--- config.mk ---
export PLATFORM = sky130hd
export DESIGN_NAME = gyro_offset_calibrate_and_scale_unit_flat
export DESIGN_NICKNAME = d
export VERILOG_FILES = /design/src/sv/goc_pkg.sv /design/src/sv/goc_in_if.sv /design/src/sv/goc_out_if.sv /design/src/sv/gyro_offset_calibrate_and_scale_unit.sv /design/src/sv/goc_calib.sv /design/src/sv/goc_scale.sv /design/src/flat_wrapper.sv
export SDC_FILE = /design/constraint.sdc
export NUM_CORES = 2
export LEC_CHECK = 0
export ABC_AREA = 1
export BUFFER_PORTS_ARGS = -buffer_cell sky130_fd_sc_hd__buf_2
export CORE_UTILIZATION = 40
export DETAILED_ROUTE_END_ITERATION = 8
export GPL_ROUTABILITY_DRIVEN = 0
export SLEW_MARGIN = 25
export SYNTH_ARGS = -nofsm -noshare
export SYNTH_HDL_FRONTEND = slang
export SYNTH_HIERARCHICAL = 1
export SYNTH_SLANG_ARGS = --single-unit
--- constraint.sdc ---
create_clock -name clk -period 5.1 [get_ports clk]
set_input_delay 0 -clock clk [delete_from_list [all_inputs] [get_ports clk]]
set_output_delay 0 -clock clk [all_outputs]
set_load 0.02 [all_outputs]
--- src/sv/goc_pkg.sv ---
// Shared widths, constants and types for the gyro offset calibrate and scale unit.
`timescale 1ns / 1ps

package goc_pkg;

	// Field widths
	localparam int RAW_W  = 16;
	localparam int OFF_W  = 17;
	localparam int RATE_W = 14;

	// Rate scaling: multiply by 8, divide by 115 (exactly 1/14.375)
	localparam int MUL_SHIFT   = 3;
	localparam int RATE_DIV    = 115;
	localparam int RECIP_SHIFT = 20;
	localparam int RECIP_W     = 14;
	localparam logic [RECIP_W-1:0] RECIP = RECIP_W'((2 ** RECIP_SHIFT) / RATE_DIV);

	// Datapath widths in the scaler
	localparam int VSUM_W = OFF_W + 1;
	localparam int MAG_W  = OFF_W;
	localparam int PROD_W = MAG_W + RECIP_W;
	localparam int Q_W    = PROD_W - (RECIP_SHIFT - MUL_SHIFT);
	localparam int REM_W  = Q_W + 7;

	typedef logic signed [RAW_W-1:0]  raw_t;
	typedef logic signed [OFF_W-1:0]  off_t;
	typedef logic signed [RATE_W-1:0] rate_t;

	// Stage enables for the calibration front end
	typedef struct packed {
		logic accept;
		logic en_s1;
		logic en_s2;
		logic vld_s1;
	} calib_ctl_t;

	// Stage enables for the scaler back end
	typedef struct packed {
		logic en_s3;
		logic en_s4;
		logic en_out;
	} scale_ctl_t;

endpackage

--- src/sv/goc_in_if.sv ---
// Input channel: one raw gyro sample and its opcode per beat.
`timescale 1ns / 1ps

interface goc_in_if;
	logic                 valid;
	logic                 ready;
	logic                 opcode;
	logic signed [15:0]   raw_x;
	logic signed [15:0]   raw_y;
	logic signed [15:0]   raw_z;

	modport source (output valid, output opcode, output raw_x, output raw_y, output raw_z,
		input ready);
	modport sink (input valid, input opcode, input raw_x, input raw_y, input raw_z,
		output ready);
endinterface

--- src/sv/goc_out_if.sv ---
// Output channel: three scaled rates and the calibration flag per beat.
`timescale 1ns / 1ps

interface goc_out_if;
	logic                 valid;
	logic                 ready;
	logic signed [13:0]   rate_x;
	logic signed [13:0]   rate_y;
	logic signed [13:0]   rate_z;
	logic                 calibration_done;

	modport source (output valid, output rate_x, output rate_y, output rate_z,
		output calibration_done, input ready);
	modport sink (input valid, input rate_x, input rate_y, input rate_z,
		input calibration_done, output ready);
endinterface

--- src/sv/gyro_offset_calibrate_and_scale_unit.sv ---
// Top level: gyro zero-rate offset calibration and rate scaling pipeline.
// Path: a sample accepted at one edge enters calibration stage 1 at that edge and then
// passes through calibration stage 2, two scaler stages and the output register.
// Throughput: one sample per cycle; a stage holds only while its successor is full and stalled.
// Reset clears the running sums, the batch count, the offsets and all valid flags.
`timescale 1ns / 1ps

module gyro_offset_calibrate_and_scale_unit #(
	parameter int CAL_SHIFT = 7
) (
	input  logic      clk,
	input  logic      arst_n,
	goc_in_if.sink    samples,
	goc_out_if.source rates
);

	logic vld_s1, vld_s2, vld_s3, vld_s4, out_vld_q;
	logic en_s1, en_s2, en_s3, en_s4, en_out;
	logic done_s2, done_s3, done_s4, done_q;

	goc_pkg::calib_ctl_t cctl;
	goc_pkg::scale_ctl_t sctl;
	goc_pkg::raw_t       raw [3];
	goc_pkg::raw_t       raw_s2 [3];
	goc_pkg::off_t       off_s2 [3];
	goc_pkg::rate_t      rate [3];

	// Stage enables: a stage loads when empty or when its successor moves
	assign en_out = !out_vld_q || rates.ready;
	assign en_s4  = !vld_s4 || en_out;
	assign en_s3  = !vld_s3 || en_s4;
	assign en_s2  = !vld_s2 || en_s3;
	assign en_s1  = !vld_s1 || en_s2;

	assign samples.ready = en_s1;

	assign cctl = '{accept: samples.valid && en_s1, en_s1: en_s1, en_s2: en_s2,
		vld_s1: vld_s1};
	assign sctl = '{en_s3: en_s3, en_s4: en_s4, en_out: en_out};

	assign raw[0] = samples.raw_x;
	assign raw[1] = samples.raw_y;
	assign raw[2] = samples.raw_z;

	goc_calib #(
		.CAL_SHIFT(CAL_SHIFT)
	) u_calib (
		.clk     (clk),
		.arst_n  (arst_n),
		.ctl     (cctl),
		.cal     (samples.opcode),
		.raw     (raw),
		.raw_s2  (raw_s2),
		.off_s2  (off_s2),
		.done_s2 (done_s2)
	);

	// One scaler per axis
	for (genvar a = 0; a < 3; a++) begin : g_axis
		goc_scale u_scale (
			.clk    (clk),
			.ctl    (sctl),
			.raw    (raw_s2[a]),
			.off    (off_s2[a]),
			.rate_q (rate[a])
		);
	end

	// Valid flags and the calibration flag along the pipe
	always_ff @(posedge clk or negedge arst_n) begin
		if (!arst_n) begin
			vld_s1    <= 1'b0;
			vld_s2    <= 1'b0;
			vld_s3    <= 1'b0;
			vld_s4    <= 1'b0;
			out_vld_q <= 1'b0;
			done_s3   <= 1'b0;
			done_s4   <= 1'b0;
			done_q    <= 1'b0;
		end else begin
			if (en_s1) vld_s1 <= samples.valid;
			if (en_s2) vld_s2 <= vld_s1;
			if (en_s3) begin
				vld_s3  <= vld_s2;
				done_s3 <= done_s2;
			end
			if (en_s4) begin
				vld_s4  <= vld_s3;
				done_s4 <= done_s3;
			end
			if (en_out) begin
				out_vld_q <= vld_s4;
				done_q    <= done_s4;
			end
		end
	end

	assign rates.valid            = out_vld_q;
	assign rates.rate_x           = rate[0];
	assign rates.rate_y           = rate[1];
	assign rates.rate_z           = rate[2];
	assign rates.calibration_done = done_q;

	// Input stalls only when every stage is full and the output is blocked
	a_stall_only_when_full: assert property (@(posedge clk) disable iff (!arst_n)
		!samples.ready |-> (out_vld_q && !rates.ready && vld_s1 && vld_s4))
		else $error("input stalled with room in the pipe");

	// An accepted beat occupies stage 1 on the next cycle
	a_accept_fills_s1: assert property (@(posedge clk) disable iff (!arst_n)
		(samples.valid && samples.ready) |=> vld_s1)
		else $error("accepted beat lost at stage 1");

	// A result appears only from a filled last stage
	a_out_from_s4: assert property (@(posedge clk) disable iff (!arst_n)
		$rose(out_vld_q) |-> $past(vld_s4))
		else $error("result valid without a beat in stage 4");

	// The calibration flag never leaves without a valid result
	a_done_with_valid: assert property (@(posedge clk) disable iff (!arst_n)
		done_q |-> out_vld_q)
		else $error("calibration flag on an empty output");

endmodule

--- src/sv/goc_calib.sv ---
// Calibration front end: running sums, batch count, offsets and the first two stages.
`timescale 1ns / 1ps

module goc_calib #(
	parameter int CAL_SHIFT = 7
) (
	input  logic                clk,
	input  logic                arst_n,
	input  goc_pkg::calib_ctl_t ctl,
	input  logic                cal,
	input  goc_pkg::raw_t       raw [3],
	output goc_pkg::raw_t       raw_s2 [3],
	output goc_pkg::off_t       off_s2 [3],
	output logic                done_s2
);

	localparam int SUM_W = goc_pkg::RAW_W + CAL_SHIFT;

	logic signed [SUM_W-1:0]     sum_q [3];
	logic signed [SUM_W-1:0]     sum_nx [3];
	logic signed [SUM_W-1:0]     tot_s1 [3];
	logic signed [SUM_W-1:0]     biased [3];
	logic signed [goc_pkg::RAW_W-1:0] quot [3];
	logic [CAL_SHIFT-1:0]        cnt_q;
	logic                        done_nx;
	logic                        done_s1;
	goc_pkg::raw_t               raw_s1 [3];
	goc_pkg::off_t               off_q [3];
	goc_pkg::off_t               off_new [3];
	goc_pkg::off_t               off_eff [3];

	// Batch completes on the last calibration beat
	assign done_nx = ctl.accept && cal && (&cnt_q);

	always_comb begin
		for (int i = 0; i < 3; i++) begin
			sum_nx[i] = sum_q[i] + SUM_W'(raw[i]);
			// truncate toward zero: bias negative sums before the shift
			biased[i] = tot_s1[i] + $signed({{(SUM_W-CAL_SHIFT){1'b0}},
				{CAL_SHIFT{tot_s1[i][SUM_W-1]}}});
			quot[i] = biased[i][SUM_W-1:CAL_SHIFT];
			off_new[i] = -(goc_pkg::OFF_W'(quot[i]));
			off_eff[i] = done_s1 ? off_new[i] : off_q[i];
		end
	end

	// Running sums and batch count
	always_ff @(posedge clk or negedge arst_n) begin
		if (!arst_n) begin
			for (int i = 0; i < 3; i++) sum_q[i] <= '0;
			cnt_q <= '0;
		end else if (ctl.accept && cal) begin
			cnt_q <= cnt_q + 1'b1;
			for (int i = 0; i < 3; i++) sum_q[i] <= done_nx ? '0 : sum_nx[i];
		end
	end

	// Offsets change as the completing beat leaves stage 1
	always_ff @(posedge clk or negedge arst_n) begin
		if (!arst_n) begin
			for (int i = 0; i < 3; i++) off_q[i] <= '0;
		end else if (ctl.en_s2 && ctl.vld_s1 && done_s1) begin
			for (int i = 0; i < 3; i++) off_q[i] <= off_new[i];
		end
	end

	// Stage flags
	always_ff @(posedge clk or negedge arst_n) begin
		if (!arst_n) begin
			done_s1 <= 1'b0;
			done_s2 <= 1'b0;
		end else begin
			if (ctl.en_s1) done_s1 <= done_nx;
			if (ctl.en_s2) done_s2 <= done_s1;
		end
	end

	// Stage payload
	always_ff @(posedge clk) begin
		if (ctl.en_s1) begin
			for (int i = 0; i < 3; i++) begin
				raw_s1[i] <= raw[i];
				tot_s1[i] <= sum_nx[i];
			end
		end
		if (ctl.en_s2) begin
			for (int i = 0; i < 3; i++) begin
				raw_s2[i] <= raw_s1[i];
				off_s2[i] <= off_eff[i];
			end
		end
	end

endmodule

--- src/sv/goc_scale.sv ---
// One axis of the rate scaler: (raw + offset) * 8 / 115, truncated toward zero.
`timescale 1ns / 1ps

module goc_scale (
	input  logic                clk,
	input  goc_pkg::scale_ctl_t ctl,
	input  goc_pkg::raw_t       raw,
	input  goc_pkg::off_t       off,
	output goc_pkg::rate_t      rate_q
);

	logic signed [goc_pkg::VSUM_W-1:0] vsum;
	logic signed [goc_pkg::VSUM_W-1:0] vabs;
	logic [goc_pkg::MAG_W-1:0]         mag_s3;
	logic                              neg_s3;
	logic [goc_pkg::MAG_W-1:0]         mag_s4;
	logic                              neg_s4;
	logic [goc_pkg::PROD_W-1:0]        prod_s4;
	logic [goc_pkg::Q_W-1:0]           q_est;
	logic [goc_pkg::REM_W-1:0]         num;
	logic [goc_pkg::REM_W-1:0]         qmul;
	logic [goc_pkg::REM_W-1:0]         rem;
	logic [goc_pkg::Q_W-1:0]           quo;

	// Sign and magnitude of the offset-corrected sample
	always_comb begin
		vsum = goc_pkg::VSUM_W'(raw) + goc_pkg::VSUM_W'(off);
		vabs = vsum[goc_pkg::VSUM_W-1] ? -vsum : vsum;
	end

	// Quotient estimate from the reciprocal, then one correction step
	always_comb begin
		q_est = prod_s4[goc_pkg::PROD_W-1:goc_pkg::RECIP_SHIFT-goc_pkg::MUL_SHIFT];
		num   = goc_pkg::REM_W'({mag_s4, {goc_pkg::MUL_SHIFT{1'b0}}});
		qmul  = goc_pkg::REM_W'(q_est) * goc_pkg::REM_W'(goc_pkg::RATE_DIV);
		rem   = num - qmul;
		quo   = (rem >= goc_pkg::REM_W'(goc_pkg::RATE_DIV)) ? q_est + 1'b1 : q_est;
	end

	always_ff @(posedge clk) begin
		if (ctl.en_s3) begin
			mag_s3 <= vabs[goc_pkg::MAG_W-1:0];
			neg_s3 <= vsum[goc_pkg::VSUM_W-1];
		end
		if (ctl.en_s4) begin
			prod_s4 <= goc_pkg::PROD_W'(mag_s3) * goc_pkg::PROD_W'(goc_pkg::RECIP);
			mag_s4  <= mag_s3;
			neg_s4  <= neg_s3;
		end
		if (ctl.en_out) begin
			rate_q <= neg_s4 ? -(goc_pkg::RATE_W'(quo)) : goc_pkg::RATE_W'(quo);
		end
	end

endmodule

--- src/flat_wrapper.sv ---
// flat-port wrapper written by rule: the top's interface ports become plain ports
module gyro_offset_calibrate_and_scale_unit_flat 
#(
	parameter int CAL_SHIFT = 7
)
  (clk, arst_n, samples_valid, samples_opcode, samples_raw_x, samples_raw_y, samples_raw_z, samples_ready, rates_valid, rates_rate_x, rates_rate_y, rates_rate_z, rates_calibration_done, rates_ready);
  goc_in_if samples_i ();
  goc_out_if rates_i ();
  input  logic clk;
  input  logic arst_n;
  input wire logic [$bits(samples_i.valid)-1:0] samples_valid;
  input wire logic [$bits(samples_i.opcode)-1:0] samples_opcode;
  input wire logic [$bits(samples_i.raw_x)-1:0] samples_raw_x;
  input wire logic [$bits(samples_i.raw_y)-1:0] samples_raw_y;
  input wire logic [$bits(samples_i.raw_z)-1:0] samples_raw_z;
  output wire logic [$bits(samples_i.ready)-1:0] samples_ready;
  output wire logic [$bits(rates_i.valid)-1:0] rates_valid;
  output wire logic [$bits(rates_i.rate_x)-1:0] rates_rate_x;
  output wire logic [$bits(rates_i.rate_y)-1:0] rates_rate_y;
  output wire logic [$bits(rates_i.rate_z)-1:0] rates_rate_z;
  output wire logic [$bits(rates_i.calibration_done)-1:0] rates_calibration_done;
  input wire logic [$bits(rates_i.ready)-1:0] rates_ready;
  assign samples_i.valid = samples_valid;
  assign samples_i.opcode = samples_opcode;
  assign samples_i.raw_x = samples_raw_x;
  assign samples_i.raw_y = samples_raw_y;
  assign samples_i.raw_z = samples_raw_z;
  assign samples_ready = samples_i.ready;
  assign rates_valid = rates_i.valid;
  assign rates_rate_x = rates_i.rate_x;
  assign rates_rate_y = rates_i.rate_y;
  assign rates_rate_z = rates_i.rate_z;
  assign rates_calibration_done = rates_i.calibration_done;
  assign rates_i.ready = rates_ready;
  gyro_offset_calibrate_and_scale_unit #(.CAL_SHIFT(CAL_SHIFT)) u_core (.clk(clk), .arst_n(arst_n), .samples(samples_i), .rates(rates_i));
endmodule
* Word level (Yosys, flattened, before mapping)
Memory sizes are Yosys's and may differ from the RTL's. A register that Yosys moved wholly into a read port is not among the register bits.
Index checks and enable logic that the tools add are counted.
** Storage, ports and cells
- Register bits :: 428
- Latch bits :: 0
- Memory bits (writable) :: 117
- ROM bits :: 0
- Input port bits :: 53
- Output and inout port bits :: 45
- Word-level logic and storage cells :: 107
- Memories :: 2
** Memories
- u_core.u_calib.tot_s1 :: words 3, width 23, read ports 3, clocked after memory_dff 0, write ports 3, RTL line goc_calib.sv:21 : logic signed [SUM_W-1:0] tot_s1 [3];
- u_core.u_calib.raw_s1 :: words 3, width 16, read ports 3, clocked after memory_dff 3, write ports 3, RTL line goc_calib.sv:27 : goc_pkg::raw_t raw_s1 [3];
** Operators by class
- Add/subtract/negate cells :: 25
- Multipliers :: 6
- Div/mod/pow operators :: 0
- $lt $le $gt $ge :: 3
- Equality and inequality tests :: 0
- Shift-type cells :: 0
- Muxes and demuxes :: 17
- Bitwise logic cells :: 0
- Reductions and logical operators :: 16
** Operator list (number)
- two-way mux 17 bit :: 6
- multiplier 17 x 13 -> 30 bit, second input constant :: 3
- two-way mux 14 bit :: 6
- adder 23 x 16 -> 23 bit :: 3
- adder 23 x 8 -> 23 bit :: 3
- two-way mux 23 bit :: 3
- >= comparator 21 x 7 -> 1 bit, second input constant :: 3
- multiplier 14 x 7 -> 21 bit, second input constant :: 3
- subtractor 20 x 21 -> 21 bit :: 3
- adder 16 x 17 -> 18 bit :: 3
- negation 16 -> 17 bit :: 3
- negation 17 bit :: 3
- adder 14 x 1 -> 14 bit, second input constant :: 3
- negation 14 bit :: 3
- adder 7 x 1 -> 7 bit, second input constant :: 1
- AND reduction 7 bit :: 1
- logical AND 1 bit :: 5
- logical NOT 1 bit :: 5
- logical OR 1 bit :: 5
- two-way mux 1 bit :: 2

* Longest topological paths before layout
- Depth in word-level cells :: 10
- Depth in mapped cells :: 33
- Gate-level depth less buffers :: 32

* Hierarchy
Netlist, hierarchy kept.
** Modules (own cells, without submodules)
- goc_calib :: instances 1, cells each 2315, area each 19860.3 um^2, seq. area each 9714.3 um^2
- goc_scale at u_core.g_axis[0].u_scale :: instances 1, cells each 1273, area each 11003.1 um^2, seq. area each 1921.8 um^2
- goc_scale at u_core.g_axis[1].u_scale :: instances 1, cells each 1243, area each 10946.7 um^2, seq. area each 1921.8 um^2
- goc_scale at u_core.g_axis[2].u_scale :: instances 1, cells each 1254, area each 10934.2 um^2, seq. area each 1921.8 um^2
- gyro_offset_calibrate_and_scale_unit :: instances 1, cells each 33, area each 332.8 um^2, seq. area each 200.2 um^2

* Worst setup path before layout
Ideal clock, no wire load.
- Kind :: reg-to-reg
- From :: register u_core/g_axis[1].u_scale/prod_s4[26] (netlist name)
- To :: register u_core.g_axis[1].u_scale.rate_q[8], data pin
- Library setup time :: 259 ps
- Data arrival time :: 4966 ps
- Required time :: 4841 ps
- Slack :: -125 ps
- Stages on the path, launching flop included :: 32
- Buffers on the path :: 0
- Period minus slack after synthesis :: 5225 ps
- Cell sequence :: edfxtp_1 inv_1 fa_1 inv_1 fa_1 inv_1 fa_1 inv_1 fa_1 inv_1 ha_1 nand2_2 inv_2 nand2_1 nand3_1 a21oi_1 nand2_1 nand2_1 nand2_2 nor2_4 nand2_4 nor2_8 nand2_8 nand2_1 nand2_1 ha_1 nand3_1 inv_1 nand2_2 nand2_1 o211ai_1 nand2_1
** On the way
- Cells in the longest elaborated chain, start to end :: 6
** RTL lines
- start, declared :: RTL line goc_scale.sv:18 : logic [goc_pkg::PROD_W-1:0] prod_s4;
- start signal, assigned :: RTL line goc_scale.sv:46 : prod_s4 <= goc_pkg::PROD_W'(mag_s3) * goc_pkg::PROD_W'(goc_pkg::RECIP);
- multiplier 14 x 7 -> 21 bit (*) :: RTL line goc_scale.sv:35 : qmul = goc_pkg::REM_W'(q_est) * goc_pkg::REM_W'(goc_pkg::RATE_DIV);
- subtractor 20 x 21 -> 21 bit (*) :: RTL line goc_scale.sv:36 : rem = num - qmul;
- >= comparator 21 x 7 -> 1 bit (*) :: RTL line goc_scale.sv:37 : quo = (rem >= goc_pkg::REM_W'(goc_pkg::RATE_DIV)) ? q_est + 1'b1 : q_est;
- two-way mux 14 bit (*) :: RTL line goc_scale.sv:37
- negation 14 bit :: RTL line goc_scale.sv:51 : rate_q <= neg_s4 ? -(goc_pkg::RATE_W'(quo)) : goc_pkg::RATE_W'(quo);
- two-way mux 14 bit (*) :: RTL line goc_scale.sv:51
- end signal, assigned :: RTL line goc_scale.sv:51
- end, declared :: RTL line goc_scale.sv:9 : output goc_pkg::rate_t rate_q
Mark *: on every way between the ends. The rest lies on a longest branch, timed or not.
A chain may end at the register's enable or synchronous reset.

* Worst setup path in the final report
- From :: register u_core/g_axis[2].u_scale/prod_s4[19] (netlist name)
- To :: register u_core.g_axis[2].u_scale.rate_q[11], data pin
** On the way
- Cells in the longest elaborated chain, start to end :: 6
- Elaborated cells between the ends (all ways) :: 7
- Those cells by class :: add/sub (3); mul (1); order compare (1); mux (2)
** RTL lines (RTL line)
- start, declared :: goc_scale.sv:18
- start signal, assigned :: goc_scale.sv:46
- multiplier 14 x 7 -> 21 bit :: goc_scale.sv:35
- subtractor 20 x 21 -> 21 bit :: goc_scale.sv:36
- >= comparator 21 x 7 -> 1 bit :: goc_scale.sv:37
- two-way mux 14 bit (*) :: goc_scale.sv:37
- negation 14 bit :: goc_scale.sv:51
- two-way mux 14 bit (*) :: goc_scale.sv:51
- end signal, assigned :: goc_scale.sv:51
- end, declared :: goc_scale.sv:9
Marked as above.

==> results.txt <==
The sequential cell area came out at roughly 16000 µm². In this run the top signal layer used is met4. The post-detailed-route via-to-cell ratio came out at 4.820.

The via total after detailed routing is a little over 40000. The initial core utilization is between 40% and 50%. The worst setup path is launched from a flop.

From bottom edge to top edge, the die measures 366.3 µm. During synthesis, Yosys emitted a total of 6 warnings. The net count after synthesis came out at roughly 7200.

The area of the core is ~130000 µm². The number of rows in the core area came out at ~130. The share of the Yosys chip area taken by registers is a little under 30%. The maximum number of buffers from clock root to sink came out at 3. The worst hold path begins at rates_ready.

The number of global-route vias before repair came to between 40000 and 50000. In the synthesized netlist the dominant register cell turns out to be edfxtp_1. The layout cell share with drive strength beyond 1 came out at about a fifth.

The kind of path behind the tightest hold check is in -> reg. The chip width came out at approximately 370 µm. After synthesis, the largest family of logic cells by area is adder cells. The net total in the final layout is slightly below 8000. After layout, the worst setup slack is -0.1124 ns.

The count of state elements after synthesis is between 500 and 600. The area of the mapped netlist came out at between 50000 and 60000 µm². The count of flip-flops with a built-in enable after synthesis came out at 408.

Leaving out fill and tap cells, the most frequent cells in the layout are nand2_1 (1329), inv_1 (1113), ha_1 (575), edfxtp_1 (408), fa_1 (395). Among all stages on the critical path, the largest delay is contributed by fa_1. Counting every sink on the clock net gives approximately 550.

The die area came out at about 130000 µm². After Yosys synthesis, and, or, nand and nor cells account for between 20% and 30% of the synthesized area. Setup repair after global routing could not meet its margin everywhere. Between clock sinks in the finished design, the worst skew comes to between 0.02 and 0.03 ns. STA classifies the critical path endpoint as a flop. The xor-xnor portion of the synthesized cell area is 4.696%. Among the stages of the critical path, the cell type that occurs most often is buf_6. For the worst-skew pair, the clock arrives at the later sink with an insertion delay of about 0.67 ns.

The area share of the largest cell type after synthesis came out at between 20 and 25%. The average instance area after synthesis came out at slightly below 9 µm². The maximum clock frequency is 191.9 MHz. The post-detailed-routing wire length came out at around 120 mm. Headroom to the max-slew limit came out at between 40 and 50%.

Counting every instance in the synthesized netlist gives approximately 6000. On the critical path the largest part of the delay comes from adder cells. The setup slack of the worst register-to-register path came out at -0.11 ns. TritonCTS built the clock tree. The number of filler cells placed in the layout came out at roughly 12000. The average detailed-routed wire length per instance came out at roughly 15 µm. The data required time at the worst endpoint is roughly 5.5 ns.

The number of buffers created by CTS came out at a little under 70. The multiplexer share of the synthesized area is less than 1%. The critical path is of the reg -> reg type. The sum of met3 wire segment lengths after detailed routing is 3.940 mm. The overall overflow remaining after global route came out at 0. After layout, the minimum clock period comes to roughly 5.2 ns. The worst register-to-register path begins at u_core/g_axis[2].u_scale/prod_s4[19]$_DFFE_PP_. The finished layout cell area came out at between 60000 and 70000 µm². Before antenna repair, the detailed router went through 6 iterations. Summing the areas of all compound-gate instances in the mapped netlist gives 5.867% of the synthesized area. The commonest non-fill, non-tap cell in the layout is nand2_1. The worst register-to-register path has a depth of 28. At the placement stage, the worst setup path has a slack of -0.2198 ns. Global routing used between 10% and 20% of the available tracks. The largest stage delay on the critical path is ~0.55 ns.

The critical path launch point is u_core/g_axis[2].u_scale/prod_s4[19]$_DFFE_PP_. The number of max-slew violations in the final report was 0. Entering global routing, the biggest net connects 72 pins.

The number of hold-slack violations in the final timing report came out at 0. The data arrival time of the worst path is between 5 and 6 ns. During placement, the flow inserted port buffers numbering between 90 and 100. The worst hold path endpoint is u_core/vld_s2$_DFFE_PN0P_. The first-pass GRT wire length is a little over 200 mm.

Counting instances, the worst hold path has a depth of 5. The H-tree depth is 3. The checks that failed: setup timing. The maximum net fanout on the critical path came out at 8. Pin placement for this block handled 98 I/O pins. The number of buffer and inverter instances along the worst setup path is 6. The transition time at the pin with the least slew margin came out at around 0.90 ns.

The final sum of negative setup slack is -0.7775 ns. The number of antenna-violating nets in the routed design is 0. The share of synthesized cell area in full adder, half adder and majority cells came out at about 30%. The distinct cell type count after synthesis came out at between 60 and 70. 0 antenna diodes ended up in the layout. The total of max-cap violations is 0. The area of the multi-input gates came out at between 30000 and 40000 µm². The layout-stage area growth over the synthesis result is 19.61%. The worst register-to-register path ends at u_core/g_axis[2].u_scale/rate_q[11]$_DFFE_PP_.

The clock root buffer is clkbuf_16. The initial antenna violation count is 1. In this run the cell area measured after placement is 57870 µm². The detailed-route DRC error count came out at 0. The number of failing setup endpoints in the final timing report came out at 14. The number of violations reported at the end of detailed-routing iteration 0 is roughly 2000.

The synthesized design spends more area on one cell type than any other, namely edfxtp_1. The flow ran to the end, but the final reports show violations. The clock input transition at the sequential cells of the worst setup and hold paths came out at roughly 0.060 ns.

The half-perimeter wire length after placement is approximately 99 mm. After synthesis, the cell types taking the most area are edfxtp_1 (23%), fa_1 (15%), ha_1 (15%). The wire length the detailed router placed on met1 is between 50 and 60 mm. After detailed routing, the met2 layer carries about 59 mm of wire. The ratio of final minimum period to clock period came out at 102.2%. The share of async-settable or async-resettable flops after synthesis is approximately a quarter.
routing by layer:
metal	track usage (%)	vias to the layer above
met2	31.42	644
li1	-	20660
met3	2.256	177
met4	4.723	0
met5	0	-
met1	24.22	19370
state kept, by name, summed over array words and instances (netlist names), 3 cells and up:
signal,count
u_core/u_calib/tot_s1,69
u_core/u_calib/sum_q,69
u_core/u_calib/off_s2,51
u_core/u_calib/raw_s2,48
u_core/g_axis.u_scale/neg_s3,3
u_core/u_calib/off_q,51
u_core/g_axis.u_scale/rate_q,42
u_core/g_axis.u_scale/mag_s3,51
u_core/u_calib/cnt_q,7
u_core/u_calib/raw_s1,48
u_core/g_axis.u_scale/prod_s4,42
u_core/g_axis.u_scale/neg_s4,3
u_core/g_axis.u_scale/mag_s4,51
what timing repair did:
action,in CTS,in global routing
gates cloned,1,1
setup buffers,21,63
hold buffers,53,0
pin swaps,83,270
endpoints found under the setup margin,41,64
resized for setup,141,375
endpoints found under the hold margin,186,0
worst reg2reg max path: cells and delay by family (launching register included):
kind	cells	cell delay, ns
and+or+nand+nor	17	1.58
adders and majority gates	5	2.27
DFF	1	0.40
buffers and inverters	6	0.71
through the flow:
stage                     std cells  hold WS (ns)  util [%]
final                          8476       0.05319     48.23
after global routing           8476       0.04595     48.23
after CTS                      8412      0.009495     46.76
after detailed placement       8214       0.06958     43.96
after global placement         8214       0.06763     43.96
after floorplan                6118       -0.2956         -
Yosys cell counts (28+ instances only):
cell / instances
xnor2_1: 59
nand2_2: 93
nand2_1: 1467
nor2_1: 264
nand4_1: 79
xor2_1: 220
ha_1: 625
clkbuf_1: 28
nor3_1: 48
nand3b_1: 29
a22o_1: 30
nor2_2: 39
dfrtp_1: 137
fa_1: 402
nand3_1: 358
o21ai_0: 131
a21oi_1: 202
inv_1: 1182
edfxtp_1: 408
inv_2: 41
nor2_4: 28
cell type report:
type	instances	area share, %
clock buffers	89	2.935
multi-input cells	4302	54.53
well taps	1755	3.459
clock inverters	34	0.7450
repair buffers	526	6.372
flip-flops and latches	545	24.70
inverters	1225	7.259
kinds of logic (layout without fill, tap and decap cells):
group	count (synthesis)	in the layout
AND/OR/NAND/NOR	2470	2471
buffers and inverters	1272	1874
adder cells (fa/ha/maj)	1027	1027
flip-flops	545	545
AO/OA/AOI/OAI	521	521
XOR/XNOR	282	282
multiplexers	1	1
how the worst max path moves through the flow:
stage,depth (start not counted),endpoint
2_1_floorplan,30,u_core/g_axis[0].u_scale/rate_q[10]$_DFFE_PP_
5_1_grt,30,u_core/g_axis[2].u_scale/rate_q[13]$_DFFE_PP_
6_report,28,u_core/g_axis[2].u_scale/rate_q[11]$_DFFE_PP_
4_1_cts,29,u_core/g_axis[2].u_scale/rate_q[11]$_DFFE_PP_
3_3_place_gp,30,u_core/g_axis[2].u_scale/rate_q[13]$_DFFE_PP_
3_5_place_dp,30,u_core/g_axis[2].u_scale/rate_q[11]$_DFFE_PP_
Power is left out: the tool's default activity adds up to more than one toggle a clock period on the data nets, which glitch-free logic cannot reach.
